==> src/rtl/vcsg_pkg.sv <==
// shared types, constants and tables of the vector character stroke generator
// stroke rom, glyph directory, scaling and saturation helpers
// no dependencies
package vcsg_pkg;

  localparam int STROKE_ROM_DEPTH       = 1024;
  localparam int MAX_SEGMENTS_PER_GLYPH = 10;
  localparam int COORD_FRAC_BITS        = 4;

  localparam int COORD_W   = 18;
  localparam int SCALE_W   = 12;
  localparam int CODE_W    = 8;
  localparam int HALF_W    = 5;
  localparam int ADDR_W    = $clog2(STROKE_ROM_DEPTH);
  localparam int CNT_W     = $clog2(MAX_SEGMENTS_PER_GLYPH + 1);
  localparam int DIR_CNT_W = 4;
  localparam int DIR_ST_W  = 8;
  localparam int RND_W     = 18 + COORD_FRAC_BITS;
  localparam int OFF_W     = RND_W - 9;
  localparam int SUM_W     = COORD_W + 2;

  localparam int ROM_LEN   = 183;
  localparam int ROM_IDX_W = $clog2(ROM_LEN);

  localparam int QUEUE_DEPTH = 2;
  localparam int QPTR_W      = $clog2(QUEUE_DEPTH);
  localparam int QCNT_W      = $clog2(QUEUE_DEPTH + 1);

  localparam logic [SCALE_W-1:0] SCALE_RESET = SCALE_W'(256);
  localparam logic [HALF_W-1:0]  ADVANCE_HALF_UNITS = HALF_W'(19);

  typedef logic signed [COORD_W-1:0] coord_t;

  typedef struct packed {
    coord_t              pen_x;
    coord_t              pen_y;
    coord_t              next_x;
    logic [ADDR_W-1:0]   start;
    logic [CNT_W-1:0]    count;
  } job_t;

  typedef struct packed {
    logic [DIR_ST_W-1:0]  start;
    logic [DIR_CNT_W-1:0] count;
  } dir_t;

  // rows hold x0, y0, x1, y1 from the high nibble down, in half units
  localparam logic [15:0] STROKE_ROM [0:ROM_LEN-1] = '{
    16'h747C, 16'h7072,
    16'h00EC, 16'h2C2A, 16'hC0C2,
    16'h7C7A,
    16'h4020, 16'h2002, 16'h020A, 16'h0A2C, 16'h2C4C,
    16'hA0C0, 16'hC0E2, 16'hE2EA, 16'hEACC, 16'hCCAC,
    16'h26C6,
    16'h6080,
    16'h0EE0,
    16'h00E0, 16'hE0EC, 16'hEC0C, 16'h0C00,
    16'h707C,
    16'hE000, 16'h0006, 16'h06E6, 16'hE6EC, 16'hEC0C,
    16'h00E0, 16'hE0E6, 16'hE686, 16'h86EC, 16'hEC0C,
    16'hA0AC, 16'hAC06, 16'h06E6,
    16'h060C, 16'h0CEC, 16'h06E6, 16'h00E0, 16'hE0E6,
    16'h000C, 16'h0CEC, 16'h06E6, 16'h00E0, 16'hE0E6,
    16'h40EC, 16'hEC0C,
    16'h000C, 16'h0CEC, 16'h06E6, 16'h00E0, 16'hE0EC,
    16'h00E0, 16'hE0EC, 16'hEC0C, 16'h0C06, 16'h06E6,
    16'h06E0, 16'hE0EE, 16'hEE06,
    16'h00E6, 16'hE60E, 16'h0E00,
    16'h0CEC, 16'hECE6, 16'hE646, 16'h4644, 16'h4042,
    16'h20C0,
    16'h007C, 16'h7CE0, 16'hE000,
    16'h0C70, 16'h70EC, 16'h0CEC,
    16'h000C, 16'h0CE7, 16'hE700,
    16'h07E0, 16'hECE0, 16'hEC07,
    16'h00E0, 16'hE0EC, 16'hEC0C, 16'h0C00, 16'h22A2, 16'hAA2A, 16'h2A22,
    16'h0006, 16'h0CEC, 16'h06E6, 16'h00E0, 16'hE0EC,
    16'h000C, 16'h0CCC, 16'hCCEA, 16'hEAE8, 16'hE8C6,
    16'hC606, 16'h00C0, 16'hC0E2, 16'hE2E4, 16'hE4C6,
    16'h00E0, 16'hEC0C, 16'h0C00,
    16'h000C, 16'h0CCC, 16'hCCEA, 16'hEAE2, 16'hE2C0, 16'hC000,
    16'h000C, 16'h0CEC, 16'hECE6, 16'hE606, 16'h00E0,
    16'h000C, 16'h0CEC, 16'h0686,
    16'h000C, 16'h06E6, 16'hE0EC,
    16'h707C,
    16'h0220, 16'h20C0, 16'hC0E2, 16'hE2EC,
    16'h000C, 16'h04EC, 16'h68E0,
    16'h00E0, 16'h0C00,
    16'h000C, 16'h0C6C, 16'h6C8A, 16'h8A80, 16'h8ACC, 16'hCCEC, 16'hECE0,
    16'h000C, 16'h084C, 16'h4CEC, 16'hECE0,
    16'h000C, 16'h0CEC, 16'hECE6, 16'hE606,
    16'h000C, 16'h0CEC, 16'hECE4, 16'hE4C0, 16'hC000, 16'hA4E0,
    16'h000C, 16'h084C, 16'h4CEC,
    16'h00E0, 16'hE0E6, 16'hE606, 16'h060C, 16'h0CEC,
    16'h707C, 16'h0CEC,
    16'h00E0, 16'hE0EC, 16'h0C00,
    16'h0C70, 16'h70EC,
    16'h0C00, 16'h0076, 16'h76E0, 16'hE0EC,
    16'h00EC, 16'h0CE0,
    16'h0C76, 16'h7670, 16'h76EC,
    16'h0CEC, 16'hEC00, 16'h00E0
  };

  function automatic logic [15:0] rom_row(input logic [ROM_IDX_W-1:0] idx);
    logic [15:0] row;
    row = 16'h0000;
    if (idx < ROM_IDX_W'(ROM_LEN)) begin
      row = STROKE_ROM[idx];
    end
    return row;
  endfunction

  function automatic dir_t glyph_dir(input logic [CODE_W-1:0] code_in);
    logic [CODE_W-1:0] code;
    dir_t d;
    code = code_in;
    if (code inside {[8'd97:8'd122]}) begin
      code = code - 8'd32;
    end
    case (code)
      8'd33:               d = '{8'd0,   4'd2};
      8'd37:               d = '{8'd2,   4'd3};
      8'd39, 8'd44:        d = '{8'd5,   4'd1};
      8'd40, 8'd91, 8'd123: d = '{8'd6,  4'd5};
      8'd41, 8'd93, 8'd125: d = '{8'd11, 4'd5};
      8'd45:               d = '{8'd16,  4'd1};
      8'd46:               d = '{8'd17,  4'd1};
      8'd47:               d = '{8'd18,  4'd1};
      8'd48, 8'd79:        d = '{8'd19,  4'd4};
      8'd49:               d = '{8'd23,  4'd1};
      8'd50:               d = '{8'd24,  4'd5};
      8'd51:               d = '{8'd29,  4'd5};
      8'd52:               d = '{8'd34,  4'd3};
      8'd53:               d = '{8'd37,  4'd5};
      8'd54, 8'd71:        d = '{8'd42,  4'd5};
      8'd55:               d = '{8'd47,  4'd2};
      8'd56:               d = '{8'd49,  4'd5};
      8'd57:               d = '{8'd54,  4'd5};
      8'd60:               d = '{8'd59,  4'd3};
      8'd62:               d = '{8'd62,  4'd3};
      8'd63:               d = '{8'd65,  4'd5};
      8'd95:               d = '{8'd70,  4'd1};
      8'd128:              d = '{8'd71,  4'd3};
      8'd129:              d = '{8'd74,  4'd3};
      8'd130:              d = '{8'd77,  4'd3};
      8'd131:              d = '{8'd80,  4'd3};
      8'd132:              d = '{8'd83,  4'd7};
      8'd65:               d = '{8'd90,  4'd5};
      8'd66:               d = '{8'd95,  4'd10};
      8'd67:               d = '{8'd105, 4'd3};
      8'd68:               d = '{8'd108, 4'd6};
      8'd69:               d = '{8'd114, 4'd5};
      8'd70:               d = '{8'd119, 4'd3};
      8'd72:               d = '{8'd122, 4'd3};
      8'd73:               d = '{8'd125, 4'd1};
      8'd74:               d = '{8'd126, 4'd4};
      8'd75:               d = '{8'd130, 4'd3};
      8'd76:               d = '{8'd133, 4'd2};
      8'd77:               d = '{8'd135, 4'd7};
      8'd78:               d = '{8'd142, 4'd4};
      8'd80:               d = '{8'd146, 4'd4};
      8'd81:               d = '{8'd150, 4'd6};
      8'd82:               d = '{8'd156, 4'd3};
      8'd83:               d = '{8'd159, 4'd5};
      8'd84:               d = '{8'd164, 4'd2};
      8'd85:               d = '{8'd166, 4'd3};
      8'd86:               d = '{8'd169, 4'd2};
      8'd87:               d = '{8'd171, 4'd4};
      8'd88:               d = '{8'd175, 4'd2};
      8'd89:               d = '{8'd177, 4'd3};
      8'd90:               d = '{8'd180, 4'd3};
      default:             d = '{8'd0,   4'd0};
    endcase
    return d;
  endfunction

  // (h * scale * 2^frac + 256) >> 9, always non-negative
  function automatic logic [OFF_W-1:0] scale_off(input logic [HALF_W-1:0] h,
                                                 input logic [SCALE_W-1:0] s);
    logic [RND_W-1:0] p;
    p = (RND_W'(h) * RND_W'(s)) << COORD_FRAC_BITS;
    p = p + RND_W'(256);
    return OFF_W'(p >> 9);
  endfunction

  function automatic coord_t pen_add(input coord_t pen, input logic [OFF_W-1:0] off);
    logic signed [SUM_W-1:0] v;
    coord_t r;
    v = SUM_W'(pen) + $signed(SUM_W'(off));
    if (v > SUM_W'(131071)) begin
      r = 18'sh1FFFF;
    end else if (v < -SUM_W'(131072)) begin
      r = 18'sh20000;
    end else begin
      r = COORD_W'(v);
    end
    return r;
  endfunction

endpackage

==> src/rtl/vcsg_front.sv <==
// front end: takes character transactions, tracks the pen and looks up glyphs
// emits one job per character into the queue
// depends on vcsg_pkg
module vcsg_front (
  input  logic                         clk,
  input  logic                         rst,
  input  logic                         s_valid,
  output logic                         s_ready,
  input  logic [vcsg_pkg::CODE_W-1:0]  char_code,
  input  logic                         new_string,
  input  vcsg_pkg::coord_t             start_x,
  input  vcsg_pkg::coord_t             start_y,
  input  logic [vcsg_pkg::SCALE_W-1:0] scale,
  output logic                         push_valid,
  input  logic                         push_ready,
  output vcsg_pkg::job_t               push_data
);
  import vcsg_pkg::*;

  coord_t            pen_x;
  coord_t            pen_y;
  coord_t            cur_x;
  coord_t            cur_y;
  coord_t            adv_x;
  dir_t              dir;
  logic [CNT_W-1:0]  cnt;

  always_comb begin
    cur_x = new_string ? start_x : pen_x;
    cur_y = new_string ? start_y : pen_y;
    adv_x = pen_add(cur_x, scale_off(ADVANCE_HALF_UNITS, scale));
    dir   = glyph_dir(char_code);
    if (5'(dir.count) > 5'(MAX_SEGMENTS_PER_GLYPH)) begin
      cnt = CNT_W'(MAX_SEGMENTS_PER_GLYPH);
    end else begin
      cnt = CNT_W'(dir.count);
    end
  end

  assign s_ready    = push_ready;
  assign push_valid = s_valid;

  always_comb begin
    push_data.pen_x  = cur_x;
    push_data.pen_y  = cur_y;
    push_data.next_x = adv_x;
    push_data.start  = ADDR_W'(dir.start);
    push_data.count  = cnt;
  end

  always_ff @(posedge clk) begin
    if (rst) begin
      pen_x <= '0;
      pen_y <= '0;
    end else if (s_valid && push_ready) begin
      pen_x <= adv_x;
      pen_y <= cur_y;
    end
  end

endmodule

==> src/rtl/vcsg_queue.sv <==
// short job queue between the front end and the stroke walker
// depends on vcsg_pkg
module vcsg_queue (
  input  logic           clk,
  input  logic           rst,
  input  logic           push_valid,
  output logic           push_ready,
  input  vcsg_pkg::job_t push_data,
  output logic           pop_valid,
  input  logic           pop_ready,
  output vcsg_pkg::job_t pop_data
);
  import vcsg_pkg::*;

  job_t              entries [QUEUE_DEPTH];
  logic [QPTR_W-1:0] wr_ptr;
  logic [QPTR_W-1:0] rd_ptr;
  logic [QCNT_W-1:0] fill;
  logic              do_push;
  logic              do_pop;

  assign push_ready = (fill != QCNT_W'(QUEUE_DEPTH));
  assign pop_valid  = (fill != '0);
  assign pop_data   = entries[rd_ptr];
  assign do_push    = push_valid && push_ready;
  assign do_pop     = pop_valid && pop_ready;

  always_ff @(posedge clk) begin
    if (do_push) begin
      entries[wr_ptr] <= push_data;
    end
  end

  always_ff @(posedge clk) begin
    if (rst) begin
      wr_ptr <= '0;
      rd_ptr <= '0;
      fill   <= '0;
    end else begin
      if (do_push) begin
        wr_ptr <= (wr_ptr == QPTR_W'(QUEUE_DEPTH - 1)) ? '0 : wr_ptr + 1'b1;
      end
      if (do_pop) begin
        rd_ptr <= (rd_ptr == QPTR_W'(QUEUE_DEPTH - 1)) ? '0 : rd_ptr + 1'b1;
      end
      if (do_push && !do_pop) begin
        fill <= fill + 1'b1;
      end else if (!do_push && do_pop) begin
        fill <= fill - 1'b1;
      end
    end
  end

endmodule

==> src/rtl/vcsg_back.sv <==
// back end: walks the strokes of one job, scales and offsets each endpoint
// drives the registered result stream; depends on vcsg_pkg
module vcsg_back (
  input  logic                         clk,
  input  logic                         rst,
  input  logic [vcsg_pkg::SCALE_W-1:0] scale,
  input  logic                         job_valid,
  output logic                         job_ready,
  input  vcsg_pkg::job_t               job,
  output logic                         m_valid,
  input  logic                         m_ready,
  output vcsg_pkg::coord_t             seg_x0,
  output vcsg_pkg::coord_t             seg_y0,
  output vcsg_pkg::coord_t             seg_x1,
  output vcsg_pkg::coord_t             seg_y1,
  output logic                         has_segment,
  output logic                         last_of_char,
  output vcsg_pkg::coord_t             next_pen_x
);
  import vcsg_pkg::*;

  logic [CNT_W-1:0]  k;
  logic [ADDR_W-1:0] addr;
  logic [15:0]       row;
  logic              blank;
  logic              is_last;
  logic              load;
  coord_t            x0;
  coord_t            y0;
  coord_t            x1;
  coord_t            y1;

  always_comb begin
    addr    = job.start + ADDR_W'(k);
    row     = rom_row(addr[ROM_IDX_W-1:0]);
    blank   = (job.count == '0);
    is_last = blank || (k == CNT_W'(job.count - 1'b1));
    x0 = pen_add(job.pen_x, scale_off(HALF_W'(row[15:12]), scale));
    y0 = pen_add(job.pen_y, scale_off(HALF_W'(row[11:8]), scale));
    x1 = pen_add(job.pen_x, scale_off(HALF_W'(row[7:4]), scale));
    y1 = pen_add(job.pen_y, scale_off(HALF_W'(row[3:0]), scale));
  end

  assign load      = !m_valid || m_ready;
  assign job_ready = load && is_last;

  always_ff @(posedge clk) begin
    if (rst) begin
      m_valid <= 1'b0;
      k       <= '0;
    end else if (load) begin
      m_valid <= job_valid;
      if (job_valid) begin
        k <= is_last ? '0 : k + 1'b1;
      end
    end
  end

  always_ff @(posedge clk) begin
    if (load && job_valid) begin
      seg_x0       <= blank ? '0 : x0;
      seg_y0       <= blank ? '0 : y0;
      seg_x1       <= blank ? '0 : x1;
      seg_y1       <= blank ? '0 : y1;
      has_segment  <= !blank;
      last_of_char <= is_last;
      next_pen_x   <= is_last ? job.next_x : '0;
    end
  end

endmodule

==> src/rtl/vector_char_stroke_generator.sv <==
// Vector stroke character generator. Each input transaction names one character;
// the block answers with one result transaction per line segment of its glyph
// (tlast on the final one, which also carries the advanced pen x), or a single
// result without a segment for codes that have no glyph. Results leave at one per
// cycle from an output register while m_axis_tready allows, up to 10 segments per
// character, paced by the stroke walker that reads one stroke rom row per cycle
// unless the output stalls. A two-entry job queue lets new characters be taken while
// a glyph is still being drawn. The scale register is written over the cfg channel.
module vector_char_stroke_generator (
  input  logic                         clk,
  input  logic                         rst,
  input  logic                         cfg_valid,
  output logic                         cfg_ready,
  input  logic [vcsg_pkg::SCALE_W-1:0] cfg_data,       // scale_q4_8
  input  logic                         s_axis_tvalid,
  output logic                         s_axis_tready,
  input  logic [47:0]                  s_axis_tdata,   // char_code, start_x, start_y
  input  logic                         s_axis_tuser,   // new_string
  output logic                         m_axis_tvalid,
  input  logic                         m_axis_tready,
  output logic [95:0]                  m_axis_tdata,   // seg_x0, seg_y0, seg_x1, seg_y1, next_pen_x
  output logic                         m_axis_tuser,   // has_segment
  output logic                         m_axis_tlast    // last_of_char
);
  import vcsg_pkg::*;

  logic [SCALE_W-1:0] scale_q4_8;
  logic               push_valid;
  logic               push_ready;
  job_t               push_data;
  logic               job_valid;
  logic               job_ready;
  job_t               job;
  coord_t             seg_x0;
  coord_t             seg_y0;
  coord_t             seg_x1;
  coord_t             seg_y1;
  coord_t             next_pen_x;

  assign cfg_ready = 1'b1;

  always_ff @(posedge clk) begin
    if (rst) begin
      scale_q4_8 <= SCALE_RESET;
    end else if (cfg_valid) begin
      scale_q4_8 <= cfg_data;
    end
  end

  vcsg_front u_front (
    .clk        (clk),
    .rst        (rst),
    .s_valid    (s_axis_tvalid),
    .s_ready    (s_axis_tready),
    .char_code  (s_axis_tdata[7:0]),
    .new_string (s_axis_tuser),
    .start_x    ($signed(s_axis_tdata[25:8])),
    .start_y    ($signed(s_axis_tdata[43:26])),
    .scale      (scale_q4_8),
    .push_valid (push_valid),
    .push_ready (push_ready),
    .push_data  (push_data)
  );

  vcsg_queue u_queue (
    .clk        (clk),
    .rst        (rst),
    .push_valid (push_valid),
    .push_ready (push_ready),
    .push_data  (push_data),
    .pop_valid  (job_valid),
    .pop_ready  (job_ready),
    .pop_data   (job)
  );

  vcsg_back u_back (
    .clk          (clk),
    .rst          (rst),
    .scale        (scale_q4_8),
    .job_valid    (job_valid),
    .job_ready    (job_ready),
    .job          (job),
    .m_valid      (m_axis_tvalid),
    .m_ready      (m_axis_tready),
    .seg_x0       (seg_x0),
    .seg_y0       (seg_y0),
    .seg_x1       (seg_x1),
    .seg_y1       (seg_y1),
    .has_segment  (m_axis_tuser),
    .last_of_char (m_axis_tlast),
    .next_pen_x   (next_pen_x)
  );

  assign m_axis_tdata = {6'b0, next_pen_x, seg_y1, seg_x1, seg_y0, seg_x0};

endmodule
==> config.mk <==
export PLATFORM = sky130hd
export DESIGN_NAME = vector_char_stroke_generator
export DESIGN_NICKNAME = d
export VERILOG_FILES = /design/src/rtl/vcsg_pkg.sv /design/src/rtl/vcsg_front.sv /design/src/rtl/vcsg_queue.sv /design/src/rtl/vcsg_back.sv /design/src/rtl/vector_char_stroke_generator.sv
export SDC_FILE = /design/constraint.sdc
export NUM_CORES = 1
export LEC_CHECK = 0
export BUFFER_PORTS_ARGS = -buffer_cell sky130_fd_sc_hd__buf_2
export CORE_MARGIN = 2
export CORE_UTILIZATION = 68
export DETAILED_ROUTE_END_ITERATION = 6
export HOLD_SLACK_MARGIN = 0.05
export PLACE_DENSITY = 0.86
export SETUP_SLACK_MARGIN = 0.05
export SYNTH_ARGS = -nofsm -noshare
export SYNTH_HDL_FRONTEND = slang
export SYNTH_SLANG_ARGS = --single-unit
==> constraint.sdc <==
create_clock -name clk -period 18.86 [get_ports clk]
set_input_delay 3.772 -clock clk [delete_from_list [all_inputs] [get_ports clk]]
set_output_delay 3.772 -clock clk [all_outputs]
set_load 0.05 [all_outputs]
==> results.toml <==
[yosys]
ys_ff_latch = 282
syn_area_um2 = 26800
ys_warn_count = 0
synth_cell_types = 111
syn_area_per_cell_um2 = 8.74
synth_edf_count = 224
ys.flop_type = "edfxtp_1"
syn_inst = 3067
async_flop_share_pct = 0
seq_area_frac_synth_pct = 29.4

[routing]
drt-initial-drc-count = 3368
detail_route.wl_per_cell_um = 25.2
drc = 0
vias = 25400
post_drt_via_cell_ratio = 6.96
first_pass_iters = 6
drt_wl_total_um = 91900
postRouteAntennaNets = 0

[floorplan]
die_w_um = 203
start_util_pct = 69.2
dieArea_um2 = 41000
die_y_um = 203
core-area_um2 = 38700
rows = 72
pin_count = 167

[finish]
area_growth_pct = 7.06
drive_gt1_share_pct = 12.1
nets = 3464
fill_cells = 2526

[timing]
maxSlewHeadroom_pct = 8.29
finalHoldViolations = 0
rsz0062_at_grt = "no"
slew_viol_final = 0
setup-tns-final_ns = 0
setup_slack_ns = 5.80
worst_pin_slew_ns = 1.38
finalClockSkew_ns = 0.0416
timing.final.crit_period_ns = 13.06
post-route-period-util_pct = 69.2
fmaxAchievable_mhz = 76.6
setup_viol = 0

[cts]
cts_buffer_depth = 3
h-tree-depth = 1
clk_pin_slew_ns = 0.07
cts_buffers = 28
ctsResizeCount = 0
tritoncts = "done"
cts.sinks = 282
cts_setup_buffers = 0
insertion_delay_ns = 0.60
postCtsHoldBufs = 0
cts_root_buf = "clkbuf_16"

[global_route]
grt_util_all_layers_pct = 44.1
grt_pass1_wl_um = 142000
first_global_vias = 25400
antenna_found_initial = 6
grt-ovfl-total = 0
grt_max_degree = 75

[worst_setup_path]
worstSetupPathType = "reg -> reg"
critPathBufInv = 5
slowest_delay_ns = 0.99
arrival_ns = 13.41
reg2reg_slack_ns = 5.80
required_ns = 19.21
cpLargestDelayFamily = "compound AO/OA/AOI/OAI gates"
cp_max_fo = 26
cp-end-kind = "flop"
cp-start-kind = "flop"
cpMaxStageDelayCell = "a41oi_1"

[place]
place_congestion = 0.992
place_ws_ns = 6.48
dpl.hpwl_um = 61300
io_buffers = 155

[power_and_ir_drop]
powerDensity_nw_per_um2 = 208
ir_worst_vdd_mv = 0.174
p_leak_nw = 12.4

[job]
drv_cap = 0

[status]
status = "complete, no violations"

[hold_path]
hp-class = "reg -> reg"
power breakdown:
part	total, mW	internal, mW	leakage, nW	switching, mW
sequential	1.10	1.01	2.62	0.0859
clock	0.551	0.295	0.416	0.256
combinational	4.33	1.35	9.40	2.98
total	5.98	2.65	12.4	3.32
Yosys cell counts (all sizes together), types with 70 or more instances:
master / count / share of area, %
nand2: 270 / 3.8
inv: 268 / 3.8
nor2: 263 / 3.7
edfxtp: 224 / 25
o21ai: 213 / 4.0
a21oi: 210 / 4.1
ha: 201 / 9.4
clkbuf: 127 / 1.8
xnor2: 103 / 3.4
fa: 89 / 6.6
xor2: 82 / 2.8
and2: 77 / 1.8
mux2: 70 / 2.9
final timing paths:
path                                  startpoint               end  cells after the start
worst min register to register  u_front.pen_y[9]  u_front.pen_y[9]                      2
worst min-delay path            u_front.pen_y[9]  u_front.pen_y[9]                      2
worst max-delay path                        flop  u_back.seg_x1[6]                     41
worst max register to register              flop  u_back.seg_x1[6]                     41
cells by family after synthesis:
logic type / count (synthesis) / share of synthesized area, %
AND/OR/NAND/NOR: 907 / 16.2
adder cells (fa/ha/maj): 290 / 16.0
other: 2 / 0.0280
multiplexers: 133 / 5.43
AO/OA/AOI/OAI: 808 / 20.0
buffers and inverters: 460 / 6.78
flip-flops: 282 / 29.4
XOR/XNOR: 185 / 6.13
worst register-to-register path, delay by kind of cell (launching register included):
kind | cells | cell delay, ns
simple gates | 7 | 1.91
xor+xnor | 2 | 0.43
mux | 2 | 0.77
fa+ha+maj | 8 | 2.92
compound gates | 17 | 5.44
flops | 1 | 0.47
buf+inv | 5 | 0.88
registers in the layout, indices dropped and copies added (netlist names), named ones only:
name	flops
u_queue.rd_ptr	1
u_front.pen_y	18
u_queue.fill	2
u_back.seg_y1	18
u_back.k	4
u_back.seg_y0	18
u_back.last_of_char	1
u_back.seg_x1	18
u_queue.entries	132
scale_q4_8	12
u_front.pen_x	18
u_back.seg_x0	18
u_back.has_segment	1
u_back.m_valid	1
u_back.next_pen_x	18
u_queue.wr_ptr	1
placed cells by master (no fill, tap or decap), types with 13 or more instances in the layout:
cell type	Yosys	final
xor2_1	79	79
nand4_1	16	16
or3_1	20	20
nand2b_1	27	27
mux2_2	70	70
a211oi_1	43	43
buf_4	11	38
a21o_1	44	44
nor2_1	260	258
ha_1	201	201
and2_1	76	76
dfxtp_1	58	57
fa_1	89	89
nand3_1	56	56
a31oi_1	30	30
o21a_1	25	25
o31ai_1	22	21
mux2i_1	60	60
clkbuf_16	0	28
edfxtp_1	224	224
inv_1	267	266
o21ai_0	198	198
nor2b_1	39	39
xnor2_1	103	102
a21boi_0	14	14
a21oi_1	203	203
o211ai_1	31	31
o22ai_1	13	13
buf_2	16	155
or2_2	14	14
nor3_1	51	51
nand2_1	268	268
and3_1	25	24
layout make-up:
cell class	count	area [um2]	area share, %
clock buffers	40	756	2.63
inverters	272	1020	3.56
repair buffers	193	1060	3.70
multi-input cells	2331	17200	59.9
flip-flops and latches	282	7890	27.5
clock inverters	12	120	0.419
well taps	518	648	2.26
diodes	4	10.0	0.0349
metal layers:
layer	vias to the layer above	share of wire, %	global-route usage (%)
met5	-	0.012	0
met1	11900	36	54.5
li1	10900	-	-
met2	2054	45	70.7
met4	2	6.6	24.1
met3	518	12	11.4
metrics by stage:
stage | instance area [um2] | instances | hold WS, ns | utilization, % | total power [mW]
floorplan | 26800 | 3073 | 0.434 | - | 4.06
global placement | 27800 | 3596 | 0.439 | 71.8 | 4.98
detailed placement | 27800 | 3596 | 0.450 | 71.8 | 5.15
CTS | 28700 | 3648 | 0.482 | 74.0 | 5.79
global route | 28700 | 3649 | 0.503 | 74.1 | 6.26
finish | 28700 | 3652 | 0.487 | 74.1 | 5.98
No activity file was read; power rests on OpenSTA's default activity.
